**config.mk**
```make
export PLATFORM = sky130hd
export DESIGN_NAME = sprite_xor_framebuffer_top_flat
export DESIGN_NICKNAME = d
export VERILOG_FILES = /design/src/sv/sxf_pkg.sv /design/src/sv/sxf_intf.sv /design/src/sv/sprite_xor_framebuffer_top.sv /design/src/flat_wrapper.sv
export SDC_FILE = /design/constraint.sdc
export NUM_CORES = 2
export LEC_CHECK = 0
export BUFFER_PORTS_ARGS = -buffer_cell sky130_fd_sc_hd__buf_2
export CAP_MARGIN = 20
export CORE_MARGIN = 10
export CORE_UTILIZATION = 30
export DETAILED_ROUTE_END_ITERATION = 8
export HOLD_SLACK_MARGIN = 0.1
export PLACE_DENSITY = 0.46
export SLEW_MARGIN = 10
export SYNTH_ARGS = -nofsm -noshare
export SYNTH_HDL_FRONTEND = slang
export SYNTH_SLANG_ARGS = --single-unit
```
**constraint.sdc**
```tcl
create_clock -name i_clk -period 14.4 [get_ports i_clk]
set_input_delay 1.44 -clock i_clk [delete_from_list [all_inputs] [get_ports i_clk]]
set_output_delay 1.44 -clock i_clk [all_outputs]
set_load 0.01 [all_outputs]
```
**src/sv/sxf_pkg.sv**
```systemverilog
// Package for the sprite XOR framebuffer: geometry constants, request codes, state type.
package sxf_pkg;

    localparam int SCREEN_COLS = 64;
    localparam int SCREEN_ROWS = 32;
    localparam int FRAME_BYTES = (SCREEN_COLS * SCREEN_ROWS + 7) / 8;
    localparam int ADDR_W      = (FRAME_BYTES > 1) ? $clog2(FRAME_BYTES) : 1;
    localparam int POS_W       = $clog2(SCREEN_COLS) + 10;
    localparam int IDX_W       = POS_W - 3;

    typedef enum logic [1:0] {
        REQ_CLEAR = 2'd0,
        REQ_DRAW  = 2'd1,
        REQ_READ  = 2'd2,
        REQ_NONE  = 2'd3
    } t_req_kind;

    typedef enum logic [2:0] {
        S_IDLE,
        S_DRAW0,
        S_DRAW1,
        S_READ,
        S_DONE
    } t_state;

endpackage

```
**src/sv/sxf_intf.sv**
```systemverilog
// Request and response channel interfaces for the sprite XOR framebuffer.
interface sxf_req_if;
    logic       valid;
    logic       ready;
    logic [1:0] req_type;
    logic [7:0] start_x;
    logic [8:0] row_y;
    logic [7:0] sprite_bits;
    logic       first_row;
    logic [7:0] read_addr;

    modport source (
        output valid, req_type, start_x, row_y, sprite_bits, first_row, read_addr,
        input  ready
    );
    modport sink (
        input  valid, req_type, start_x, row_y, sprite_bits, first_row, read_addr,
        output ready
    );
endinterface

interface sxf_rsp_if;
    logic       valid;
    logic       ready;
    logic       collision_flag;
    logic [7:0] read_data;

    modport source (output valid, collision_flag, read_data, input ready);
    modport sink   (input valid, collision_flag, read_data, output ready);
endinterface

```
**src/sv/sprite_xor_framebuffer_top.sv**
```systemverilog
// Sprite XOR framebuffer: packed 1-bit store with clear, draw-row and byte-read requests.
// A draw steps through S_DRAW0 and S_DRAW1, two read-modify-write passes on the store;
// a read goes through S_READ, a clear through S_DONE. The result is registered; the last
// state holds while the response slot is full. A request is taken while a result waits.
// Reset (synchronous): clears control state, collision flag and per-byte valid bits,
// so the whole store reads as zero at once; a clear request clears only the valid bits.
module sprite_xor_framebuffer_top (
    input  logic     i_clk,
    input  logic     i_rst_n,
    sxf_req_if.sink  i_req,
    sxf_rsp_if.source o_rsp
);
    import sxf_pkg::*;

    t_state r_state, n_state;

    logic [7:0]             r_mem [FRAME_BYTES];
    logic [FRAME_BYTES-1:0] r_valid;
    logic [7:0]             r_rdata;
    logic                   r_rd_valid;

    logic [ADDR_W-1:0] r_idx0, r_idx1;
    logic [15:0]       r_mask;
    logic              r_we0, r_we1, r_rd_ok;
    logic              r_hit, n_hit;

    logic       r_out_valid, r_out_hit;
    logic [7:0] r_out_data;

    logic              in_fire, out_free, out_load, out_hit;
    logic [7:0]        out_data;
    logic              mem_re, mem_we;
    logic [ADDR_W-1:0] mem_raddr, mem_waddr;
    logic [7:0]        mem_wdata, rd;

    logic [7:0]       clip_bits;
    logic             row_ok;
    logic [POS_W-1:0] pos0;
    logic [IDX_W-1:0] idx0, idx1;
    logic [15:0]      mask16;
    logic             addr_ok;

    assign in_fire     = i_req.valid && i_req.ready;
    assign out_free    = !r_out_valid || o_rsp.ready;
    assign i_req.ready = (r_state == S_IDLE);
    assign rd          = r_rd_valid ? r_rdata : 8'h00;

    // request geometry
    assign row_ok = 9'(i_req.row_y) < 9'(SCREEN_ROWS);
    always_comb begin
        for (int i = 0; i < 8; i++) begin
            clip_bits[7-i] = i_req.sprite_bits[7-i] && row_ok &&
                             ((9'(i_req.start_x) + 9'(i)) < 9'(SCREEN_COLS));
        end
    end
    assign pos0    = POS_W'(i_req.row_y) * POS_W'(SCREEN_COLS) + POS_W'(i_req.start_x);
    assign idx0    = pos0[POS_W-1:3];
    assign idx1    = IDX_W'(idx0 + 1'b1);
    assign mask16  = {clip_bits, 8'h00} >> pos0[2:0];
    assign addr_ok = 32'(i_req.read_addr) < 32'(FRAME_BYTES);

    // next state
    always_comb begin
        n_state = r_state;
        unique case (r_state)
            S_IDLE: begin
                if (in_fire) begin
                    priority case (t_req_kind'(i_req.req_type))
                        REQ_DRAW: n_state = S_DRAW0;
                        REQ_READ: n_state = S_READ;
                        default:  n_state = S_DONE;
                    endcase
                end
            end
            S_DRAW0: n_state = S_DRAW1;
            S_DRAW1, S_READ, S_DONE: begin
                if (out_free) n_state = S_IDLE;
            end
            default: n_state = S_IDLE;
        endcase
    end

    // outputs and store control
    always_comb begin
        mem_re    = 1'b0;
        mem_raddr = r_idx1;
        mem_we    = 1'b0;
        mem_waddr = r_idx0;
        mem_wdata = rd ^ r_mask[15:8];
        n_hit     = r_hit;
        out_load  = 1'b0;
        out_hit   = r_hit;
        out_data  = 8'h00;
        unique case (r_state)
            S_IDLE: begin
                if (in_fire && (i_req.req_type == REQ_DRAW)) begin
                    mem_re    = 1'b1;
                    mem_raddr = ADDR_W'(idx0);
                    if (i_req.first_row) n_hit = 1'b0;
                end else if (in_fire && (i_req.req_type == REQ_READ)) begin
                    mem_re    = 1'b1;
                    mem_raddr = ADDR_W'(i_req.read_addr);
                end
            end
            S_DRAW0: begin
                mem_we = r_we0;
                mem_re = 1'b1;
                n_hit  = r_hit | (r_we0 && |(rd & r_mask[15:8]));
            end
            S_DRAW1: begin
                mem_waddr = r_idx1;
                mem_wdata = rd ^ r_mask[7:0];
                if (out_free) begin
                    mem_we   = r_we1;
                    n_hit    = r_hit | (r_we1 && |(rd & r_mask[7:0]));
                    out_load = 1'b1;
                    out_hit  = n_hit;
                end
            end
            S_READ: begin
                out_load = out_free;
                out_data = r_rd_ok ? rd : 8'h00;
            end
            S_DONE: out_load = out_free;
            default: ;
        endcase
    end

    // frame store
    always_ff @(posedge i_clk) begin
        if (mem_we) r_mem[mem_waddr] <= mem_wdata;
        if (mem_re) r_rdata <= r_mem[mem_raddr];
    end

    always_ff @(posedge i_clk) begin
        if (!i_rst_n) begin
            r_valid    <= '0;
            r_rd_valid <= 1'b0;
        end else begin
            if (mem_re) r_rd_valid <= r_valid[mem_raddr];
            if (in_fire && (i_req.req_type == REQ_CLEAR)) begin
                r_valid <= '0;
            end else if (mem_we) begin
                r_valid[mem_waddr] <= 1'b1;
            end
        end
    end

    // request registers
    always_ff @(posedge i_clk) begin
        if (in_fire) begin
            r_idx0  <= ADDR_W'(idx0);
            r_idx1  <= ADDR_W'(idx1);
            r_mask  <= mask16;
            r_we0   <= (|mask16[15:8]) && (32'(idx0) < 32'(FRAME_BYTES));
            r_we1   <= (|mask16[7:0]) && (32'(idx1) < 32'(FRAME_BYTES));
            r_rd_ok <= addr_ok;
        end
    end

    always_ff @(posedge i_clk) begin
        if (!i_rst_n) begin
            r_state     <= S_IDLE;
            r_hit       <= 1'b0;
            r_out_valid <= 1'b0;
        end else begin
            r_state <= n_state;
            r_hit   <= n_hit;
            if (out_load)         r_out_valid <= 1'b1;
            else if (o_rsp.ready) r_out_valid <= 1'b0;
        end
    end

    always_ff @(posedge i_clk) begin
        if (out_load) begin
            r_out_hit  <= out_hit;
            r_out_data <= out_data;
        end
    end

    assign o_rsp.valid          = r_out_valid;
    assign o_rsp.collision_flag = r_out_hit;
    assign o_rsp.read_data      = r_out_data;

    a_write_in_draw: assert property (@(posedge i_clk) disable iff (!i_rst_n)
        mem_we |-> (r_state == S_DRAW0 || r_state == S_DRAW1))
        else $error("store write outside a draw");

    a_no_rw_overlap: assert property (@(posedge i_clk) disable iff (!i_rst_n)
        (mem_we && mem_re) |-> (mem_waddr != mem_raddr))
        else $error("read and write hit the same byte");

    a_clear_empties: assert property (@(posedge i_clk) disable iff (!i_rst_n)
        (in_fire && (i_req.req_type == REQ_CLEAR)) |=> (r_valid == '0))
        else $error("clear left valid bytes");

    a_load_when_free: assert property (@(posedge i_clk) disable iff (!i_rst_n)
        out_load |-> (!r_out_valid || o_rsp.ready))
        else $error("result overwrote a pending transfer");

endmodule

```
**src/flat_wrapper.sv**
```systemverilog
// flat-port wrapper written by rule: the top's interface ports become plain ports
module sprite_xor_framebuffer_top_flat import sxf_pkg::*;
  (i_clk, i_rst_n, i_req_valid, i_req_req_type, i_req_start_x, i_req_row_y, i_req_sprite_bits, i_req_first_row, i_req_read_addr, i_req_ready, o_rsp_valid, o_rsp_collision_flag, o_rsp_read_data, o_rsp_ready);
  sxf_req_if i_req_i ();
  sxf_rsp_if o_rsp_i ();
  input  logic i_clk;
  input  logic i_rst_n;
  input wire logic [$bits(i_req_i.valid)-1:0] i_req_valid;
  input wire logic [$bits(i_req_i.req_type)-1:0] i_req_req_type;
  input wire logic [$bits(i_req_i.start_x)-1:0] i_req_start_x;
  input wire logic [$bits(i_req_i.row_y)-1:0] i_req_row_y;
  input wire logic [$bits(i_req_i.sprite_bits)-1:0] i_req_sprite_bits;
  input wire logic [$bits(i_req_i.first_row)-1:0] i_req_first_row;
  input wire logic [$bits(i_req_i.read_addr)-1:0] i_req_read_addr;
  output wire logic [$bits(i_req_i.ready)-1:0] i_req_ready;
  output wire logic [$bits(o_rsp_i.valid)-1:0] o_rsp_valid;
  output wire logic [$bits(o_rsp_i.collision_flag)-1:0] o_rsp_collision_flag;
  output wire logic [$bits(o_rsp_i.read_data)-1:0] o_rsp_read_data;
  input wire logic [$bits(o_rsp_i.ready)-1:0] o_rsp_ready;
  assign i_req_i.valid = i_req_valid;
  assign i_req_i.req_type = i_req_req_type;
  assign i_req_i.start_x = i_req_start_x;
  assign i_req_i.row_y = i_req_row_y;
  assign i_req_i.sprite_bits = i_req_sprite_bits;
  assign i_req_i.first_row = i_req_first_row;
  assign i_req_i.read_addr = i_req_read_addr;
  assign i_req_ready = i_req_i.ready;
  assign o_rsp_valid = o_rsp_i.valid;
  assign o_rsp_collision_flag = o_rsp_i.collision_flag;
  assign o_rsp_read_data = o_rsp_i.read_data;
  assign o_rsp_i.ready = o_rsp_ready;
  sprite_xor_framebuffer_top u_core (.i_clk(i_clk), .i_rst_n(i_rst_n), .i_req(i_req_i), .o_rsp(o_rsp_i));
endmodule
```
; ---- Word-level counts from Yosys, hierarchy flattened
; Memory sizes are Yosys's and may differ from the RTL's. A register that Yosys moved wholly into a read port is not among the register bits.
; Cells that the tools add are included.
[word_totals]
register_bits = 305
mem_bits_rw = 2048
inputBits = 40
mem_count = 1
[op_classes]
addsub = 9
n_lt_le_gt_ge = 14
eq_ne = 10
n_shift = 1
n_mux = 30
bitwise_logic = 8
reduce_logical = 40
[memory_table]
columns = name, depth, word_bits, rd, rd_ports_with_merged_regs, wr, line
row1 = u_core.r_mem, 256, 8, 1, 1, 1, sprite_xor_framebuffer_top.sv:17  ; logic [7:0] r_mem [FRAME_BYTES];
[op_table]
columns = operator, count
row1 = OR 256 bit, 1
row2 = less-than comparator 9 x 7 -> 1 bit (second input constant), 7
row3 = 2-to-1 mux 8 bit, 6
row4 = adder 8 x 3 -> 9 bit (second input constant), 4
row5 = OR reduction 8 bit, 4
row6 = less-than comparator 13 x 9 -> 1 bit (second input constant), 2
row7 = logical AND 1 bit, 25
row8 = adder 8 x 2 -> 9 bit (second input constant), 2
row9 = less-than comparator 8 x 9 -> 1 bit (second input constant), 2
row10 = adder 15 x 8 -> 16 bit, 1
row11 = bitwise AND 8 bit, 2
row12 = right shift 16 x 3 -> 16 bit, 1
row13 = bitwise XOR 8 bit, 2
row14 = 2-to-1 mux 1 bit, 14
row15 = adder 13 x 1 -> 13 bit (second input constant), 1
row16 = adder 8 x 1 -> 9 bit (second input constant), 1
row17 = less-than comparator 9 x 6 -> 1 bit (second input constant), 1
row18 = case mux 3 bit (3 select lines), 1
row19 = binary-select mux 1 bit (select 8 bit), 1
row20 = demux 1 bit (select 8 bit), 1
row21 = greater-or-equal comparator 8 x 1 -> 1 bit (second input constant), 1
row22 = less-than comparator 8 x 7 -> 1 bit (second input constant), 1
row23 = equality test 3 x 2 -> 1 bit (second input constant), 2
row24 = 2-to-1 mux 3 bit, 2
row25 = other kinds (21), 27

; ---- Longest topological paths before layout
[depth]
ltp_word = 8
ltp_mapped = 18
depth_no_buf = 12

; ---- Worst setup path after synthesis
; OpenSTA, ideal clock, no wires.
[synth_timing]
path_kind = reg2reg
from = register u_core.r_state[2]
to = memory u_core.r_mem[0][1], data pin
arrival_time_ps = 8025
required_ps = 12874
setup_slack_ps = 4849
stages_incl_launch_ff = 7
n_path_buf = 2
synth_period_minus_slack_ps = 9551
cell_sequence = dfxtp_1 buf_2 nand2b_1 nor2_1 clkbuf_1 mux2i_1 xor2_1
[synth_between]
elab_chain_len = 2
[synth_rtl]
columns = element, line
row1 = start: declaration, sprite_xor_framebuffer_top.sv:15  ; t_state r_state, n_state;
row2 = start signal: assignment, sprite_xor_framebuffer_top.sv:167  ; r_state <= n_state;
row3 = equality test 3 x 2 -> 1 bit, sprite_xor_framebuffer_top.sv:94  ; unique case (r_state)
row4 = 2-to-1 mux 8 bit, sprite_xor_framebuffer_top.sv:94
row5 = named net u_core.mem_wdata[1], sprite_xor_framebuffer_top.sv:34  ; logic [7:0] mem_wdata, rd;
row6 = end: declaration, sprite_xor_framebuffer_top.sv:17
; The timed path passes the listed nets, and every way through them passes these cells.

; ---- Final worst setup path
[layout_timing]
from = input port i_req_valid
to = register u_core.r_rdata[3], read port of u_core.r_mem, data pin
[layout_between]
elab_chain_len = 5
elab_cells_between_ends = 9
[layout_rtl]
columns = element, line
row1 = start: declaration, flat_wrapper.sv:8  ; input wire logic [$bits(i_req_i.valid)-1:0] i_req_valid;
row2 = logical AND 1 bit *, sprite_xor_framebuffer_top.sv:43  ; assign in_fire = i_req.valid && i_req.ready;
row3 = logical AND 1 bit, sprite_xor_framebuffer_top.sv:100  ; end else if (in_fire && (i_req.req_type == REQ_READ)) begin
row4 = 2-to-1 mux 1 bit or 2-to-1 mux 8 bit (tied branches), sprite_xor_framebuffer_top.sv:100
row5 = 2-to-1 mux 1 bit or 2-to-1 mux 8 bit (tied branches), sprite_xor_framebuffer_top.sv:96  ; if (in_fire && (i_req.req_type == REQ_DRAW)) begin
row6 = case mux 1 bit (2 select lines) or 2-to-1 mux 8 bit (tied branches), sprite_xor_framebuffer_top.sv:94
row7 = end: declaration, sprite_xor_framebuffer_top.sv:19  ; logic [7:0] r_rdata;
; Every way passes the cells marked *; elsewhere a longest branch is shown, timed or not.
; A chain may end at the register's enable or synchronous reset.

==> metrics.csv <==
stage;metric;value;unit
status;status;completed;
worst_setup_path;critPathCaptureType;register;
floorplanning;die_h;581.8;um
timing;fin_crit_sh;52.30;%
worst_setup_path;crit_type;input port to register;
worst_setup_path;crit_fanout;54;
worst_setup_path;path_cells;buf_2, or4b_1, clkinv_4, a32oi_1, nand3_4, buf_4, nor2_4, buf_4, a32oi_1, and3_1, nor3_1, a31oi_1, a2111o_1;
finish;seqCellArea;68250;um^2
timing;drv_slew;0;
clocking;clockBufferDepth;4;
synthesis;yosys_warnings;0;
placed_design;dpl.hpwl;170400;um
synthesis;ys_async_sr_fraction;0;%
synthesis;synth_xor_area_share;0.1665;%
min_path;hold_class;register to register;
worst_setup_path;startpoint_type;input port;
clocking;cts_resized;0;
grt;grt-ovfl-total;0;
drt;vias;60310;
pwr;p_sw_share;28.62;%
timing;tns;0;ns
clocking;clk_pin_slew;0.06;ns
worst_setup_path;worstPathRequired;14.97;ns
finish;syn_to_final_growth;13.72;%
clocking;cts.sinks;2360;
worst_setup_path;worstReg2RegStart;u_core.r_state[1]$_SDFFE_PN0P_;
timing;max_freq;132.8;MHz
synthesis;synth_seq_cells;2360;
clocking;postCtsHoldBufs;0;
floorplanning;die_w;581.8;um
worst_setup_path;slowest_delay;0.86;ns
synthesis;synthFlopType;edfxtp_1;
finish;fill_cells;30610;
synthesis;synth_compound_area_share;9.329;%
placed_design;portBuffers;50;
timing;finalHoldViolCount;0;
clocking;clk_latency;0.86;ns
pwr;p_leak;35.82;nW
finish;layout_common_cells;2,098 x edfxtp_1, 1,742 x nand2_1, 504 x nand3_1;
pwr;power.total;17.44;mW
synthesis;yosys.cell_types.count;76;
synthesis;synthMuxAreaShare;2.146;%
synthesis;synth_top_family_by_area;simple AND/OR/NAND/NOR gates;
pwr;seqPwrFrac;45.9;%
run;cap_viol_max_count;0;
finish;mostFrequentLayoutCell;edfxtp_1;
drt;initialDrtViolationCount;5807;
synthesis;synthSimpleGateAreaFrac;13.42;%
timing;fin_crit;7.531;ns
clocking;post-cts-setup-buffers;0;
pwr;clkPwrFrac;38.2;%
worst_setup_path;rrSetupSlack;7.06;ns
drt;drt_pass1_iterations;6;
timing;hold_slack;0.4595;ns
floorplanning;pin_count;51;
grt;grt_pass1_vias;58480;
grt;grt_pass1_wl;430700;um
min_path;hp-start;u_core.r_valid[173]$_SDFFE_PP0P_;
grt;grt_max_degree;182;
synthesis;yosysSeqAreaShare;72.08;%
floorplanning;dieArea;338500;um^2
worst_setup_path;worstRegToRegCells;12;
synthesis;synthAdderAreaFrac;0.1004;%
synthesis;netlist_area;94680;um^2
grt;grtUsageTotal;16.95;%
pwr;p_switching;4.991;mW
worst_setup_path;worst_path_max_delay_cell;nor3_1;
placed_design;place_congestion;0.7996;
timing;slew-limit-headroom;13.54;%
drt;drc;0;
drt;ant_nets;0;
timing;setup_viol;0;
finish;finalNetCount;7283;
floorplanning;core;314700;um^2
timing;tightest_slew;1.297;ns
pwr;power_density;161.9;nW/um^2
grt;antenna_found_initial;10;
placed_design;placed_cells;11120;
worst_setup_path;cp.arrival;8.10;ns
drt;drt_wl_total;301200;um
finish;post-route-util;34.21;%
finish;multiInputGateArea;24200;um^2
pwr;comb_power_share;15.9;%
pwr;ir_drop;0.1347;mV
min_path;hold_path_depth;1;
clocking;cts_tree;done;
floorplanning;start_util;30.09;%
finish;stdcell_count;11600;
drt;post_drt_wl_per_cell;25.96;um
synthesis;syn_inst;7306;
floorplanning;rows;206;
drt;avgViaCountPerCell;5.197;
pwr;p_int;12.45;mW
timing;clock_skew;0.06567;ns
synthesis;synth_edf_count;2098;
synthesis;syn_avg_cell_area;12.96;um^2
finish;drive_gt1_share;8.161;%
clocking;numCtsBuffers;270;
min_path;min_to;u_core.r_valid[173]$_SDFFE_PP0P_;
clocking;htree_levels;5;
worst_setup_path;reg2reg_to;u_core.r_rdata[3]$_DFFE_PP_;
timing;rsz0062_at_grt;false;
clocking;cts-root-buf;clkbuf_16;
synthesis;syn_nets;7353;
[worst max-delay path, delay by kind of cell]
kind	cells	cell delay [ns]
simple gates	5	2.65
buf+inv	4	1.91
compound gates	4	1.77
[state kept, by name (all words and copies together), names as in the netlist, 3 cells and up]
| name | flops |
|---|---|
| u_core.o_rsp.read_data | 8 |
| u_core.r_idx0 | 8 |
| u_core.r_mask | 15 |
| u_core.r_valid | 256 |
| u_core.r_rdata | 8 |
| u_core.r_idx1 | 8 |
| u_core.r_mem | 2048 |
| u_core.r_state | 3 |
[through the flow]
| stage | instance area (um^2) | setup slack [ns] |
|---|---|---|
| after floorplan | 94680 | 4.849 |
| after global placement | 99040 | 6.217 |
| after detailed placement | 99140 | 6.279 |
| after CTS | 107600 | 7.153 |
| after global routing | 107700 | 7.030 |
| final | 107700 | 6.869 |
[layer usage]
layer | up-vias | GRT usage (%) | wire length [um] | part of all wire (%)
li1 | 27160 | - | - | -
met1 | 30840 | 23.00 | 131400 | 44
met2 | 1845 | 28.06 | 143400 | 48
met3 | 468 | 2.416 | 16500 | 5.5
met4 | 0 | 5.334 | 9876 | 3.3
met5 | - | 0 | 0 | 0
[kinds of logic (layout without fill, tap and decap cells)]
logic type	Yosys count	after routing
simple gates	2950	2950
other cells	0	6
mux	202	202
buf+inv	542	674
compound gates	1227	1227
fa+ha+maj	7	7
xor+xnor	18	18
flops	2360	2360
[worst max-delay path by stage]
| stage | from | to | cells past startpoint |
|---|---|---|---|
| finish | i_req_valid | u_core.r_rdata[3]$_DFFE_PP_ | 13 |
| global route | i_req_valid | u_core.r_rd_valid$_SDFFE_PN0P_ | 16 |
| CTS | i_req_valid | u_core.r_rdata[5]$_DFFE_PP_ | 13 |
| detailed placement | i_req_valid | u_core.r_rdata[5]$_DFFE_PP_ | 13 |
| global placement | i_req_valid | u_core.r_rd_valid$_SDFFE_PN0P_ | 14 |
| floorplan | u_core.r_state[2]$_SDFFE_PN0P_ | u_core.r_mem[0][1]$_DFFE_PP_ | 6 |
[Yosys cell counts, types with 3 or more instances]
library cell / count / area share, %
edfxtp_1: 2098 / 67
nand2_1: 1756 / 7.0
nand3_1: 505 / 2.7
nor2_1: 300 / 1.2
dfxtp_1: 262 / 5.5
o21a_1: 257 / 2.0
and3_1: 232 / 1.5
a31oi_1: 225 / 1.5
clkbuf_1: 223 / 0.88
a211oi_1: 215 / 1.7
mux2i_1: 196 / 2.1
buf_2: 189 / 1.0
a32oi_1: 185 / 1.7
a21oi_1: 166 / 0.88
nand4_1: 57 / 0.38
buf_1: 55 / 0.22
a311oi_1: 54 / 0.50
o21ai_0: 45 / 0.24
buf_6: 35 / 0.42
buf_4: 18 / 0.14
nand3b_1: 18 / 0.14
inv_1: 16 / 0.063
nor3_1: 15 / 0.079
xor2_1: 13 / 0.12
and2_1: 12 / 0.079
nor4_1: 12 / 0.079
o22ai_1: 12 / 0.079
o311a_1: 10 / 0.11
a2111o_1: 8 / 0.095
a211o_1: 8 / 0.074
nand2b_1: 8 / 0.053
or2_0: 8 / 0.053
ha_1: 6 / 0.079
a221oi_1: 5 / 0.046
mux2_2: 5 / 0.059
nor2b_1: 5 / 0.033
or3_1: 5 / 0.033
xnor2_1: 5 / 0.046
a221o_1: 4 / 0.042
a22oi_1: 4 / 0.032
o31ai_1: 4 / 0.032
clkinv_1: 3 / 0.012
or2_2: 3 / 0.020
[power groups by stage]
stage                     sequential (mW)  combinational [mW]  clock [mW]
after floorplan                      8.35                1.50           0
after global placement               8.15                2.76           0
after detailed placement             8.15                2.80           0
after CTS                            8.00                2.80        6.78
after global routing                 8.00                2.95        7.04
final                                8.01                2.77        6.66
[layout make-up]
type | instances | area share (%)
clock buffers | 380 | 7.106
multi-input cells | 4404 | 22.48
inverters | 20 | 0.07437
flip-flops and latches | 2360 | 63.38
repair buffers | 180 | 1.362
clock inverters | 94 | 0.7518
well taps | 4160 | 4.834
diodes | 6 | 0.01394
Note: power is estimated with default switching activity, not from simulation.
